--- config.mk ---
export PLATFORM = sky130hd
export DESIGN_NAME = spm_voice
export DESIGN_NICKNAME = d
export VERILOG_FILES = /design/src/hdl/spm_pkg.sv /design/src/hdl/spm_voice.sv
export SDC_FILE = /design/constraint.sdc
export NUM_CORES = 1
export LEC_CHECK = 0
export BUFFER_PORTS_ARGS = -buffer_cell sky130_fd_sc_hd__buf_2
export CORE_ASPECT_RATIO = 0.75
export CORE_UTILIZATION = 45
export DETAILED_ROUTE_END_ITERATION = 7
export REMOVE_ABC_BUFFERS = 1
export SLEW_MARGIN = 30
export SYNTH_ARGS = -nofsm -noshare
export SYNTH_HDL_FRONTEND = slang
export SYNTH_SLANG_ARGS = --single-unit
--- constraint.sdc ---
create_clock -name clk -period 9.4 [get_ports clk]
set_input_delay 1.88 -clock clk [delete_from_list [all_inputs] [get_ports clk]]
set_output_delay 1.88 -clock clk [all_outputs]
set_load 0.005 [all_outputs]
--- src/hdl/spm_pkg.sv ---
// Shared types and constants of the resampling sample player.
`default_nettype none

package spm_pkg;

    typedef logic [2:0] func_t;

    localparam func_t FUNC_TICK  = 3'd0;
    localparam func_t FUNC_PLAY  = 3'd1;
    localparam func_t FUNC_STOP  = 3'd2;
    localparam func_t FUNC_SPEED = 3'd3;
    localparam func_t FUNC_QUEUE = 3'd4;
    localparam func_t FUNC_WRITE = 3'd5;

    localparam logic [7:0] SILENCE = 8'd128;

    localparam int ADDR_IN_W = 12;
    localparam int LEN_W     = 13;
    localparam int INC_W     = 16;
    // Step register holds 1.0 even at the widest fraction, hence one bit more.
    localparam int STEP_W    = 17;
    localparam int ACC_W     = 18;

    // Per-item status handed from the voice logic to the output stage.
    typedef struct packed {
        logic use_mem;
        logic playing;
    } res_t;

endpackage

`default_nettype wire

--- src/hdl/spm_voice.sv ---
// Playback state: address, phase, remaining count, step and queued sound.
`default_nettype none

module spm_voice #(
    parameter int FRAC_BITS = 8,
    parameter int AW        = 12
) (
    input  wire logic                     clk,
    input  wire logic                     rst_n,
    input  wire logic                     take,
    input  wire spm_pkg::func_t           func,
    input  wire logic [AW-1:0]            addr,
    input  wire logic [spm_pkg::LEN_W-1:0] length,
    input  wire logic                     repeat_req,
    input  wire logic [spm_pkg::INC_W-1:0] increment,
    output logic                          rd_en,
    output logic      [AW-1:0]            rd_addr,
    output spm_pkg::res_t                 res
);

    localparam int LW = spm_pkg::LEN_W;
    localparam int SW = spm_pkg::STEP_W;

    logic [AW-1:0]        cur_addr_reg, cur_addr_next;
    logic [LW-1:0]        rem_reg, rem_next;
    logic [FRAC_BITS-1:0] frac_reg, frac_next;
    logic [SW-1:0]        step_reg, step_next;
    logic [AW-1:0]        nxt_addr_reg, nxt_addr_next;
    logic [LW-1:0]        nxt_cnt_reg, nxt_cnt_next;

    logic                     active;
    logic [spm_pkg::ACC_W-1:0] acc;
    logic [LW-1:0]            whole;

    assign active = (rem_reg != '0);
    assign acc    = spm_pkg::ACC_W'(frac_reg) + spm_pkg::ACC_W'(step_reg);
    assign whole  = LW'(acc >> FRAC_BITS);

    assign rd_en   = take && (func == spm_pkg::FUNC_TICK) && active;
    assign rd_addr = cur_addr_reg;

    always_comb
    begin
        cur_addr_next = cur_addr_reg;
        rem_next      = rem_reg;
        frac_next     = frac_reg;
        step_next     = step_reg;
        nxt_addr_next = nxt_addr_reg;
        nxt_cnt_next  = nxt_cnt_reg;
        if (take)
        begin
            unique case (func)
                spm_pkg::FUNC_TICK:
                begin
                    if (active)
                    begin
                        frac_next = acc[FRAC_BITS-1:0];
                        // Running out of samples reloads the queued sound.
                        if (whole >= rem_reg)
                        begin
                            rem_next      = nxt_cnt_reg;
                            cur_addr_next = nxt_addr_reg;
                        end
                        else
                        begin
                            rem_next      = rem_reg - whole;
                            cur_addr_next = cur_addr_reg + AW'(whole);
                        end
                    end
                end
                spm_pkg::FUNC_PLAY:
                begin
                    nxt_cnt_next = repeat_req ? length : '0;
                    if (repeat_req)
                    begin
                        nxt_addr_next = addr;
                    end
                    step_next     = SW'(increment);
                    frac_next     = '0;
                    cur_addr_next = addr;
                    rem_next      = length;
                end
                spm_pkg::FUNC_STOP:
                begin
                    rem_next = '0;
                end
                spm_pkg::FUNC_SPEED:
                begin
                    step_next = SW'(increment);
                end
                spm_pkg::FUNC_QUEUE:
                begin
                    if (!(active && nxt_addr_reg == addr && nxt_cnt_reg == length))
                    begin
                        if (!active)
                        begin
                            cur_addr_next = addr;
                            rem_next      = length;
                        end
                        nxt_addr_next = addr;
                        nxt_cnt_next  = length;
                    end
                end
                default:
                begin
                end
            endcase
        end
    end

    assign res.use_mem = rd_en;
    assign res.playing = (rem_next != '0);

    always_ff @(posedge clk or negedge rst_n)
    begin
        if (!rst_n)
        begin
            cur_addr_reg <= '0;
            rem_reg      <= '0;
            frac_reg     <= '0;
            step_reg     <= SW'(1) << FRAC_BITS;
            nxt_addr_reg <= '0;
            nxt_cnt_reg  <= '0;
        end
        else
        begin
            cur_addr_reg <= cur_addr_next;
            rem_reg      <= rem_next;
            frac_reg     <= frac_next;
            step_reg     <= step_next;
            nxt_addr_reg <= nxt_addr_next;
            nxt_cnt_reg  <= nxt_cnt_next;
        end
    end

endmodule

`default_nettype wire

### Yosys cells after proc, flatten, opt, wreduce, memory -nomap -nowiden

Index checks and enable logic that the tools add are counted.
W data, S select, Z words.

* bits in registers: 74
* input port bits: 48
* output and inout port bits: 15
* logic and storage cells: 55

* add/subtract/negate cells: 3
* $lt $le $gt $ge: 1
* equal/unequal tests: 10
* multiplexer cells: 19
* reduce and logical (&&, ||, !) cells: 16

Operator list (count)
* $mux W13: 7
* $mux W12: 6
* $pmux W13 S4: 1
* $pmux W12 S3: 1
* $pmux W13 S2: 1
* $reduce_bool A13 Y1: 2
* $pmux W12 S2: 1
* $add A8 B16 Y17: 1
* $pmux W8 S2: 1
* $eq A13 B13 Y1: 1
* $ge A9 B13 Y1: 1
* $sub A13 B9 Y13: 1
* $add A12 B9 Y12: 1
* $eq A12 B12 Y1: 1
* $mux W8: 1
* $ne A2 B2 Y1 const B: 4
* $eq A3 B2 Y1 const B: 2
* $reduce_and A3 Y1: 2
* $reduce_and A5 Y1: 1
* $logic_and A1 B1 Y1: 4
* $reduce_and A4 Y1: 1
* $reduce_bool A2 Y1: 2
* $eq A3 B1 Y1 const B: 1
* $eq A3 B3 Y1 const B: 1
* other kinds (4): 4

### Longest topological paths before layout

Gate-level depths: netlist of run 1.

* depth after elaboration: 7
* depth in mapped cells: 23
* mapped depth without buffers: 22

### Least setup slack after synthesis of run 1

OpenSTA, ideal clock, no wires.

* kind: register to output
* start: register frac_reg[1]
* end: output port res[0] in the netlist's numbering
* data arrival time: 5.033 ns
* required time: 7.520 ns
* setup slack: 2.487 ns
* cell stages (with the launch flop): 21
* path buffers: 0
* cells stage by stage: dfrtp_1 -> ha_1 -> a21o_1 -> a21oi_1 -> nor2b_1 -> o21a_1 -> or4_1 -> a31oi_1 -> nor2b_1 -> xor2_1 -> inv_1 -> ha_1 -> nor2b_1 -> o21ai_0 -> and4b_1 -> o21ai_0 -> mux2_2 -> a211oi_2 -> or4b_1 -> nor4_1 -> nand4_1

RTL lines
* from (decl): line spm_voice.sv:26 `logic [FRAC_BITS-1:0] frac_reg, frac_next;`
* from (signal assigned): line spm_voice.sv:129 `frac_reg <= frac_next;`
* to (decl): line spm_voice.sv:18 `output spm_pkg::res_t res`

==> results.txt, run 1 <==
----------------------------------------------------
[Setup path]
  Setup crit start kind ... flop
  Cell with the largest stage delay on the worst path ... sky130_fd_sc_hd__o21a_1
  R2R setup slack ... about 4000 ps
  Buffering stage count on the worst path with inverters included ... 2
  Critical path fanouts, max ... 25
  Data arrival, critical path ... 6540 ps
  Critical path cell sequence ... ha_1, a21o_1, a21oi_1, nor2b_1, o21a_1, or4_1, a31oi_1, nor2b_1, xor2_1, inv_1, ha_1, nor2b_1, o21ai_0, and4b_1, o21a_1, o211ai_1, a211oi_2, or4b_1, nor4_1, nand4_1, buf_2
  Most frequent cell on the critical path ... sky130_fd_sc_hd__nor2b_1
  Kind of critical path ... flop to output port
  Required time reported for the critical path endpoint ... between 7000 and 8000 ps
  Slowest cell delay on critical path ... 750 ps
  Kind of end point of the critical path ... output port
  Capture point of the worst reg-to-reg path ... rem_reg[11]$_DFF_PN0_
  Top Family by Delay on Critical Path ... compound AO/OA/AOI/OAI gates
  Worst flop-to-flop path startpoint ... frac_reg[1]$_DFFE_PN0P_
  Worst reg2reg path depth ... 20

[Timing]
  Max Clock Freq ... 119 MHz
  Post-layout worst setup margin ... 983 ps
  Final critical delay including setup and external delays ... 8420 ps
  Setup TNS ... 0 ps
  Setup skew after layout ... 9.36 ps
  Unrepaired setup endpoints after global routing ... false
  Remaining max-slew budget at the tightest pin ... a little under two fifths
  Measured slew at the worst slew-check pin ... 933 ps
  Final Slew Violations ... 0
  Final setup viols ... 0
  Period utilization ... 89.5%
  Worst Hold Margin ... 490 ps
  Fin. Hold Viols ... 0

[Outcome]
  Run status ... complete, no violations

[Global routing]
  Via count of the first global-routing pass ... roughly 4,100
  Tot GR Track Use ... between 20% and 30%
  Maximum number of pins on one net before global-route repair ... 75
  Antenna violations before repair ... 0
  First-pass GRT wire length ... 22,100 um
  Aggregate global routing overflow ... 0

[Cells and area]
  Area added between synthesis and finish ... 14.0%
  Final Instance Area ... between 5000 and 6000 um^2
  Area occupied by multi-input gates ... roughly 3000 um^2
  Sequential cell area in the final layout ... 1850 um^2
  NumNets Final ... between 600 and 700
  Number of antenna diodes ... 0
  Filler Cell Count ... 1,039
  Max FFs per register ... 16
  Layout cells sized above 1 ... approximately a fifth

[Worst hold path]
  Hold Startpoint ... frac_reg[4]$_DFFE_PN0P_
  Hold-critical path endpoint ... frac_reg[4]$_DFFE_PN0P_
  Type of the worst min-delay path ... flop to flop
  Number of instances on the worst hold path ... 2

[Clock tree]
  Max Root-Sink Buffers ... 2
  CTS clock-pin slew for the worst setup and hold paths ... approximately 50 ps
  Number of cells upsized or downsized after cts ... 0
  Number of buffers inserted by hold repair at cts ... 0
  Setup fix buffers added after clock tree synthesis ... 0
  CTS root buffer ... sky130_fd_sc_hd__clkbuf_16
  Skew-Pair Late Insertion Delay ... about 340 ps
  TritonCTS Sinks ... 74
  TritonCTS clock tree ... done
  H-tree levels ... 3
  Number of buffers created by CTS ... 9

[Pwr]
  Reported net switching power ... approximately 0.00080 W
  Fraction of power consumed by combinational cells ... approximately 54%
  Leak ... 2.65 nW
  Switching Fraction ... between 40% and 50%
  P per Cell Area ... around 320 nW/um^2
  Proportion of power drawn by the clock network ... 17.1%
  Largest vdd supply drop ... 0.000123 V
  Design internal power ... slightly above 0.001 W
  Sequential share of power ... between 20 and 30%

[Floorplan]
  I/O pin count ... 63
  Core area ... 10,900 um^2
  Vert. Die Dim ... roughly 94 um
  Effective utilization at floorplan ... 46.1%
  Die Outline Area ... between 10,000 and 15,000 um^2
  Die Width ... roughly 120 um
  Number of placement rows ... 33

[Synth]
  Post-synthesis area per instance ... approximately 9.6 um^2
  Number of standard cells after synthesis ... 523
  Async set-reset flop share out of synthesis ... between 90% and 100%
  Number of synthesized flops with an enable pin ... 0
  Sequential element share of the synthesized area ... a little under two fifths
  Mapped Area ... approximately 5000 um^2
  Predominant post-synthesis flop cell ... sky130_fd_sc_hd__dfrtp_1
  Post-synth cell types ... between 60 and 70
  Register bit count reported by yosys ... 74
  Yosys warning total ... 0

[Placement]
  Final Wtd Congestion ... between 0.8 and 0.9
  Port-buffer cells ... 62
  Post-Place Cell Area ... around 5500 um^2
  Placement-stage worst setup slack ... approximately 1300 ps
  Detailed-placement wirelength estimate ... between 10,000 and 15,000 um

[Detailed routing]
  Vias per cell ... about 6
  DR iter-0 viols ... approximately 260
  First-pass iteration count of the detailed router ... 4
  Number of remaining DRC errors ... 0
  Routed wirelength normalized by instance count ... 19.0 um
  Overall routed net length ... around 14,000 um
  Number of routed nets with antenna violations ... 0
  Total number of vias ... roughly 4,200

[Flow run]
  Max-Cap Viols ... 0

----------------------------------------------------
==> worst register-to-register path: stages, from the launching register on <==
cell	delay (ps)
sky130_fd_sc_hd__dfrtp_1	390
sky130_fd_sc_hd__ha_1	290
sky130_fd_sc_hd__a21o_1	180
sky130_fd_sc_hd__a21oi_1	230
sky130_fd_sc_hd__nor2b_1	80
sky130_fd_sc_hd__o21a_1	180
sky130_fd_sc_hd__or4_1	430
sky130_fd_sc_hd__a31oi_1	260
sky130_fd_sc_hd__nor2b_1	90
sky130_fd_sc_hd__xor2_1	450
sky130_fd_sc_hd__inv_1	110
sky130_fd_sc_hd__ha_1	320
sky130_fd_sc_hd__nor2b_1	150
sky130_fd_sc_hd__o21ai_0	300
sky130_fd_sc_hd__a31oi_1	180
sky130_fd_sc_hd__a21o_1	240
sky130_fd_sc_hd__a2111oi_0	600
sky130_fd_sc_hd__xnor2_1	190
sky130_fd_sc_hd__o21ai_0	90
sky130_fd_sc_hd__a222oi_1	420
sky130_fd_sc_hd__inv_1	80
==> layout make-up <==
class / instances / area share (%)
Sequential cell: 74 / 32.3
Inverter: 18 / 1.18
Clock inverter: 3 / 0.306
Tap cell: 140 / 3.06
Timing Repair Buffer: 65 / 5.91
Clock buffer: 13 / 4.19
Multi-Input combinational cell: 413 / 53.0
==> cells by family after synthesis <==
group | Yosys count | synth area share, %
mux | 34 | 7.52
compound gates | 146 | 19.7
xor+xnor | 61 | 10.6
buf+inv | 36 | 2.79
flops | 74 | 36.9
simple gates | 143 | 14.9
fa+ha+maj | 29 | 7.67
==> power by group through the flow <==
stage / logic [W] / registers, W / clock network [W]
after detailed placement: 0.000987 / 0.000527 / 0
after global routing: 0.00112 / 0.000539 / 0.000333
after global placement: 0.000980 / 0.000524 / 0
after floorplan: 0.000733 / 0.000498 / 0
final: 0.000999 / 0.000526 / 0.000314
after CTS: 0.000993 / 0.000524 / 0.000320
==> synth_stat cells, drive strengths merged, types with 7 or more instances <==
library cell  count  area, um^2
a21o             13        98.9
a21oi            23         115
a22o             16         140
and3              8        50.1
clkbuf           15        56.3
dfrtp            73        1830
ha               26         325
inv              18        67.6
mux2             30         338
nand2            44         165
nand3            11        55.1
nor2             26        97.6
nor2b             8        50.1
nor3              8        56.3
nor4              7        43.8
o211ai           10        75.1
o21ai            41         205
xnor2            27         236
xor2             34         298
==> cell usage in the layout, fill, tap and decap left out, types with 4 or more instances in the layout <==
master,instances
sky130_fd_sc_hd__buf_2,61
sky130_fd_sc_hd__mux2i_1,4
sky130_fd_sc_hd__and4_1,4
sky130_fd_sc_hd__nand3_1,11
sky130_fd_sc_hd__inv_1,18
sky130_fd_sc_hd__and2_1,4
sky130_fd_sc_hd__clkbuf_1,4
sky130_fd_sc_hd__a31oi_1,4
sky130_fd_sc_hd__o21a_1,6
sky130_fd_sc_hd__o21ai_0,37
sky130_fd_sc_hd__nand4_1,6
sky130_fd_sc_hd__dfrtp_1,73
sky130_fd_sc_hd__a22o_1,16
sky130_fd_sc_hd__nand2_1,44
sky130_fd_sc_hd__nor4_1,7
sky130_fd_sc_hd__ha_1,26
sky130_fd_sc_hd__xnor2_1,27
sky130_fd_sc_hd__o211ai_1,10
sky130_fd_sc_hd__a22oi_1,5
sky130_fd_sc_hd__clkbuf_16,9
sky130_fd_sc_hd__mux2_2,30
sky130_fd_sc_hd__nor2b_1,8
sky130_fd_sc_hd__and3_1,8
sky130_fd_sc_hd__a211oi_1,5
sky130_fd_sc_hd__nor3_1,6
sky130_fd_sc_hd__o21ai_1,4
sky130_fd_sc_hd__a21oi_1,22
sky130_fd_sc_hd__nor2_1,25
sky130_fd_sc_hd__a21o_1,12
sky130_fd_sc_hd__xor2_1,34
==> per-layer routing <==
metal	routed length, um	part of all wire (%)	vias up	GRT usage [%]
met4	217	1.6	0	7.64
met2	5620	41	134	36.1
met3	914	6.6	17	6.46
met1	7020	51	2048	38.9
met5	0	0	-	0
li1	-	-	2031	-
==> how the worst max path moves through the flow <==
stage | start | end | depth (start not counted)
after CTS | frac_reg[1]$_DFFE_PN0P_ | res[0] | 21
after detailed placement | frac_reg[1]$_DFFE_PN0P_ | res[0] | 21
after floorplan | frac_reg[1]$_DFFE_PN0P_ | res[0] | 20
after global routing | frac_reg[1]$_DFFE_PN0P_ | res[0] | 21
after global placement | frac_reg[1]$_DFFE_PN0P_ | res[0] | 21
final | frac_reg[1]$_DFFE_PN0P_ | res[0] | 21
==> per-stage QoR <==
step           utilization, %  total power (W)  instances
5_1_grt                  52.6          0.00199        726
2_1_floorplan               -          0.00123        505
3_3_place_gp             50.2          0.00150        710
3_5_place_dp             50.2          0.00151        710
6_report                 52.6          0.00184        726
4_1_cts                  52.5          0.00184        726
Note: power is estimated with default switching activity, not from simulation.
==> run 2, diff against run 1 <==
Settings changed: PLACE_DENSITY set to 0.65.
Clock period 9.4 ns to 8.1 ns, I/O delays scaled along.
==> run 2 against run 1 <==
The run now ends with DRC left; first-iteration DRC count increased by 58%; clock power up 21%; worst hold slack gained 3.1 ps; worst setup slack worse by 460 ps; global-route usage is 1.2 points lower; core utilization increased by 0.38 points; power up 18%; register-to-register slack worse by 1300 ps; count of clock-buffer cells in the layout increased by 1; sequential share of layout area decreased by 0.23 points; sequential power increased by 17%; largest power group unchanged.
==> results.txt, run 2 (synthesis gave the netlist of run 1 again) <==
----------------------------------------------------
[Outcome]
  Run status ... finished, violations left
  Failing checks ... DRC

[Detailed routing]
  DR iter-0 viols ... roughly 410
  First-pass iteration count of the detailed router ... 7
  Number of routed nets with antenna violations ... 0
  Routed wirelength normalized by instance count ... ~19 um
  Overall routed net length ... 13,500 um
  Vias per cell ... 5.89
  Number of remaining DRC errors ... 4
  Total number of vias ... 4,289

[Placement]
  Final Wtd Congestion ... approximately 0.96
  Port-buffer cells ... a little over 60
  Placement-stage worst setup slack ... about 940 ps
  Post-Place Cell Area ... approximately 5500 um^2
  Detailed-placement wirelength estimate ... 10,300 um

[Global routing]
  Aggregate global routing overflow ... 0
  First-pass GRT wire length ... 21,300 um
  Tot GR Track Use ... ~25%
  Antenna violations before repair ... 0
  Via count of the first global-routing pass ... approximately 4,000
  Maximum number of pins on one net before global-route repair ... 75

[Timing]
  Post-layout worst setup margin ... 528 ps
  Setup TNS ... 0 ps
  Final setup viols ... 0
  Worst Hold Margin ... between 400 and 500 ps
  Period utilization ... slightly above 90%
  Measured slew at the worst slew-check pin ... about 790 ps
  Unrepaired setup endpoints after global routing ... false
  Final critical delay including setup and external delays ... about 7600 ps
  Fin. Hold Viols ... 0
  Remaining max-slew budget at the tightest pin ... between 40 and 50%
  Setup skew after layout ... a little under 6 ps
  Max Clock Freq ... roughly 130 MHz
  Final Slew Violations ... 0

[Floorplan]
  Vert. Die Dim ... between 90 and 100 um
  Effective utilization at floorplan ... between 40% and 50%
  Die Width ... approximately 120 um
  I/O pin count ... 63
  Number of placement rows ... 33
  Die Outline Area ... 11,600 um^2
  Core area ... 10,900 um^2

[Setup path]
  Setup crit start kind ... flop
  Kind of critical path ... flop to output port
  Data arrival, critical path ... between 5000 and 6000 ps
  Critical path fanouts, max ... 12
  Required time reported for the critical path endpoint ... about 6500 ps
  Kind of end point of the critical path ... output port

[Pwr]
  Switching Fraction ... about 43%
  Sequential share of power ... approximately 28%
  P per Cell Area ... 377 nW/um^2
  Largest vdd supply drop ... between 0.00015 and 0.0002 V
  Proportion of power drawn by the clock network ... between 10% and 20%
  Design internal power ... between 0.001 and 0.0015 W
  Fraction of power consumed by combinational cells ... between 50 and 60%
  Reported net switching power ... 0.000932 W
  Leak ... approximately 2.7 nW

[Flow run]
  Max-Cap Viols ... 0

[Clock tree]
  CTS root buffer ... sky130_fd_sc_hd__clkbuf_16
  Number of buffers created by CTS ... 9
  TritonCTS Sinks ... 74
  Number of buffers inserted by hold repair at cts ... 0
  TritonCTS clock tree ... done
  Number of cells upsized or downsized after cts ... 0
  CTS clock-pin slew for the worst setup and hold paths ... 60 ps
  H-tree levels ... 3
  Skew-Pair Late Insertion Delay ... roughly 340 ps
  Max Root-Sink Buffers ... 2
  Setup fix buffers added after clock tree synthesis ... 0

[Cells and area]
  Layout cells sized above 1 ... a little over a fifth
  NumNets Final ... between 600 and 700
  Leading cell types in the layout, fill and taps excluded ... sky130_fd_sc_hd__dfrtp_1, sky130_fd_sc_hd__buf_2, sky130_fd_sc_hd__nand2_1
  Most frequent standard cell in the layout excluding fill and tap cells ... sky130_fd_sc_hd__dfrtp_1
  Final Instance Area ... a little under 6000 um^2
  Number of antenna diodes ... 0
  Max FFs per register ... 16
  Area added between synthesis and finish ... 14.9%

[Worst hold path]
  Type of the worst min-delay path ... flop to flop

----------------------------------------------------
## run 2: cell types whose count changed in the layout (fill, tap and decap cells not counted)
cell	delta
sky130_fd_sc_hd__clkinvlp_4	-1
sky130_fd_sc_hd__buf_4	+2
sky130_fd_sc_hd__clkbuf_1	-2
sky130_fd_sc_hd__clkbuf_8	+3
## run 2: stage by stage
stage	power, W	utilization [%]	instances
finish	0.00217	53.0	728
global route	0.00234	53.0	728
CTS	0.00217	52.9	728
detailed placement	0.00177	50.3	712
global placement	0.00174	50.3	712
floorplan	0.00143	-	505
## run 2: area by class of cell
class	instances	area (um^2)
fill	1015	5130
multi-input combinational	413	3040
sequential	74	1850
timing repair buffer	67	354
clock buffer	14	274
tap	140	175
inverter	18	67.6
clock inverter	2	10.0
## run 2: final timing paths
kind                       slack [ps]                          to  depth (start not counted)                    start
max                               530                      res[0]                         22  frac_reg[1]$_DFFE_PN0P_
min                               490     frac_reg[4]$_DFFE_PN0P_                          2  frac_reg[4]$_DFFE_PN0P_
max reg2reg                      2720       rem_reg[11]$_DFF_PN0_                         20  frac_reg[1]$_DFFE_PN0P_
min reg2reg                       490     frac_reg[4]$_DFFE_PN0P_                          2  frac_reg[4]$_DFFE_PN0P_
max in group asynchronous        6330      rd_addr[6]$_DFFE_PN0P_                          1                    rst_n
min in group asynchronous        1310  nxt_cnt_reg[2]$_DFFE_PN0P_                          1                    rst_n
## run 2: critical path: stages (launching register included)
cell                      delay (ps)
sky130_fd_sc_hd__dfrtp_1         400
sky130_fd_sc_hd__ha_1            290
sky130_fd_sc_hd__a21o_1          180
sky130_fd_sc_hd__a21oi_1         210
sky130_fd_sc_hd__nor2b_1          70
sky130_fd_sc_hd__o21a_1          190
sky130_fd_sc_hd__or4_1           430
sky130_fd_sc_hd__a31oi_1         290
sky130_fd_sc_hd__nor2b_1          90
sky130_fd_sc_hd__xor2_1          420
sky130_fd_sc_hd__inv_1            90
sky130_fd_sc_hd__ha_1            320
sky130_fd_sc_hd__nor2b_1         150
sky130_fd_sc_hd__o21ai_0         260
sky130_fd_sc_hd__and4b_1         300
sky130_fd_sc_hd__o21ai_1          90
sky130_fd_sc_hd__buf_4           220
sky130_fd_sc_hd__and4_1          190
sky130_fd_sc_hd__a311o_1         270
sky130_fd_sc_hd__or4b_1          580
sky130_fd_sc_hd__nor4_1          290
sky130_fd_sc_hd__nand4_1         130
sky130_fd_sc_hd__buf_2           160
## run 2: power groups by stage
stage	clock, W	sequential, W	combinational, W
6_report	0.000381	0.000614	0.00118
5_1_grt	0.000406	0.000628	0.00130
4_1_cts	0.000391	0.000610	0.00117
3_5_place_dp	0	0.000615	0.00115
3_3_place_gp	0	0.000609	0.00113
2_1_floorplan	0	0.000578	0.000851
## run 2: layer usage
layer | global-route usage (%) | vias to the layer above | share of wire (%)
met4 | 5.85 | 0 | 0.89
li1 | - | 2030 | -
met3 | 6.10 | 10 | 7.2
met2 | 34.6 | 144 | 42
met1 | 37.5 | 2105 | 50
met5 | 0 | - | 0
==> run 3, diff against run 2 <==
==> constraint.sdc (replaced) <==
create_clock -name clk -period 8.1 [get_ports clk]
set_input_delay 0 -clock clk [delete_from_list [all_inputs] [get_ports clk]]
set_output_delay 0 -clock clk [all_outputs]
set_load 0.005 [all_outputs]
==> run 3 against run 2 <==
The run still ends with DRC left; register-to-register slack lost 100 ps; sequential cell count is the same; die area is the same; wire length grew 3.7%; sequential share of layout area shrank 2.1 points; largest cell class unchanged.
==> results.txt, run 3 (synthesis gave the netlist of run 1 again) <==
----------------------------------------------------
[Outcome]
  Run status ... finished, violations left
  Failing checks ... DRC

[Clock tree]
  Setup fix buffers added after clock tree synthesis ... 0
  CTS clock-pin slew for the worst setup and hold paths ... about 60 ps
  Max Root-Sink Buffers ... 2
  Skew-Pair Late Insertion Delay ... between 300 and 400 ps
  TritonCTS clock tree ... done
  TritonCTS Sinks ... 74
  CTS root buffer ... sky130_fd_sc_hd__clkbuf_16
  Number of buffers created by CTS ... 9
  H-tree levels ... 3

[Placement]
  Final Wtd Congestion ... a little over 0.9
  Detailed-placement wirelength estimate ... just over 10,000 um
  Port-buffer cells ... 62

[Cells and area]
  Area occupied by multi-input gates ... slightly above 3000 um^2
  Max FFs per register ... 16
  Most frequent standard cell in the layout excluding fill and tap cells ... sky130_fd_sc_hd__dfrtp_1
  Layout cells sized above 1 ... between 10% and 20%
  Filler Cell Count ... 962
  Area added between synthesis and finish ... 23.1%
  Sequential cell area in the final layout ... 1850 um^2
  NumNets Final ... 700
  Number of antenna diodes ... 0
  Leading cell types in the layout, fill and taps excluded ... sky130_fd_sc_hd__dfrtp_1, sky130_fd_sc_hd__buf_2, sky130_fd_sc_hd__nand2_1

[Pwr]
  Largest vdd supply drop ... 0.000167 V
  Leak ... roughly 2.8 nW
  Total power of the final layout ... around 0.0022 W
  P per Cell Area ... roughly 350 nW/um^2

[Detailed routing]
  Routed wirelength normalized by instance count ... about 18 um
  Vias per cell ... around 5.8
  DR iter-0 viols ... approximately 340
  Total number of vias ... 4,445
  Number of routed nets with antenna violations ... 0
  Number of remaining DRC errors ... 4
  Overall routed net length ... approximately 14,000 um
  First-pass iteration count of the detailed router ... 7

[Setup path]
  Crit path launch ... frac_reg[1]$_DFFE_PN0P_
  Setup crit start kind ... flop
  Critical path fanouts, max ... 25
  Most frequent cell on the critical path ... sky130_fd_sc_hd__nor2b_1
  Data arrival, critical path ... roughly 6500 ps
  Worst flop-to-flop path startpoint ... frac_reg[1]$_DFFE_PN0P_
  Slowest cell delay on critical path ... ~740 ps
  Critical path cell sequence ... ha_1, a21o_1, a21oi_1, nor2b_1, o21a_1, or4_1, a31oi_1, nor2b_1, xor2_1, inv_1, ha_1, nor2b_1, o21ai_0, and4b_1, o21a_1, o211ai_1, a211oi_2, or4b_1, nor4_1, nand4_1, buf_2
  Required time reported for the critical path endpoint ... approximately 8000 ps
  Cell with the largest stage delay on the worst path ... sky130_fd_sc_hd__o21a_1
  Kind of critical path ... flop to output port
  Kind of end point of the critical path ... output port

[Global routing]
  Maximum number of pins on one net before global-route repair ... between 70 and 80
  Antenna violations before repair ... 0
  First-pass GRT wire length ... 22,300 um
  Tot GR Track Use ... about 26%
  Via count of the first global-routing pass ... 4,326
  Aggregate global routing overflow ... 0

[Timing]
  Measured slew at the worst slew-check pin ... just over 900 ps
  Period utilization ... 80.6%
  Setup TNS ... 0 ps
  Remaining max-slew budget at the tightest pin ... about two fifths
  Unrepaired setup endpoints after global routing ... false
  Fin. Hold Viols ... 0
  Final Slew Violations ... 0
  Setup skew after layout ... just over 10 ps
  Final setup viols ... 0
  Max Clock Freq ... roughly 150 MHz
  Final critical delay including setup and external delays ... approximately 6500 ps

[Floorplan]
  Die Outline Area ... 11,600 um^2
  Core area ... about 11,000 um^2
  Die Width ... approximately 120 um
  Effective utilization at floorplan ... between 40% and 50%
  I/O pin count ... 63
  Vert. Die Dim ... 93.5 um
  Number of placement rows ... 33

[Worst hold path]
  Type of the worst min-delay path ... input port to async pin

[Flow run]
  Max-Cap Viols ... 0

----------------------------------------------------
[run 3: cell types whose count changed in the layout (fill, tap and decap cells not counted), sizes merged]
cell	change
dlygate4sd3	+42
clkinvlp	+3
buf	-2
clkinv	-2
clkbuf	-1
[run 3: path summary, 6_finish.rpt]
kind	end	slack, ps	cells after the start
max in group asynchronous	frac_reg[6]$_DFFE_PN0P_	7340	2
hold reg to reg	frac_reg[6]$_DFFE_PN0P_	500	2
setup reg to reg	rem_reg[11]$_DFF_PN0_	2620	20
setup / recovery	res[0]	1570	21
min in group clk	rem_reg[1]$_DFF_PN0_	230	4
hold / removal	rem_reg[9]$_DFF_PN0_	230	2
[run 3: routing by layer]
layer  vias up  GRT usage, %  wire, um  share of wire [%]
met5         -             0         0                  0
met4         0          6.85       182                1.3
met3        18          5.79      1020                7.3
met2       159          36.8      5940                 42
met1      2158          38.2      6870                 49
li1       2110             -         -                  -
[run 3: final cells by class]
cell class / instances / share of cell area, %
clock inverter: 3 / 0.364
timing repair buffer: 107 / 12.3
tap: 140 / 2.83
multi-input combinational: 413 / 49.1
clock buffer: 13 / 4.37
sequential: 74 / 29.9
inverter: 18 / 1.09
[run 3: power by group]
part           switching, W  internal (W)  total, W
Clock              0.000161      0.000233  0.000394
Sequential         0.000128      0.000484  0.000613
Combinational      0.000650      0.000526   0.00118
[run 3: through the flow]
stage                     hold WS (ps)  instances  setup WS [ps]  instance area [um^2]  util, %
after CTS                          201        768           1620                  6180     56.7
after global routing               222        768           1190                  6190     56.8
after floorplan                   -296        505           2570                  4950        -
after detailed placement           224        710           2020                  5470     50.2
final                              229        768           1570                  6190     56.8
after global placement             211        710           2230                  5470     50.2
[run 3: worst max-delay path: cells and delay by family, from the launching register on]
family,cells,cell delay [ps]
AO/OA/AOI/OAI,8,2390
XOR/XNOR,1,480
adder cells (fa/ha/maj),2,620
buffers and inverters,2,260
flip-flops,1,390
AND/OR/NAND/NOR,8,2020
[run 3: what timing repair did]
item / 4_1_cts / 5_1_grt
resized for setup: 0 / 0
hold endpoints to repair: 121 / 0
hold buffers: 42 / 0
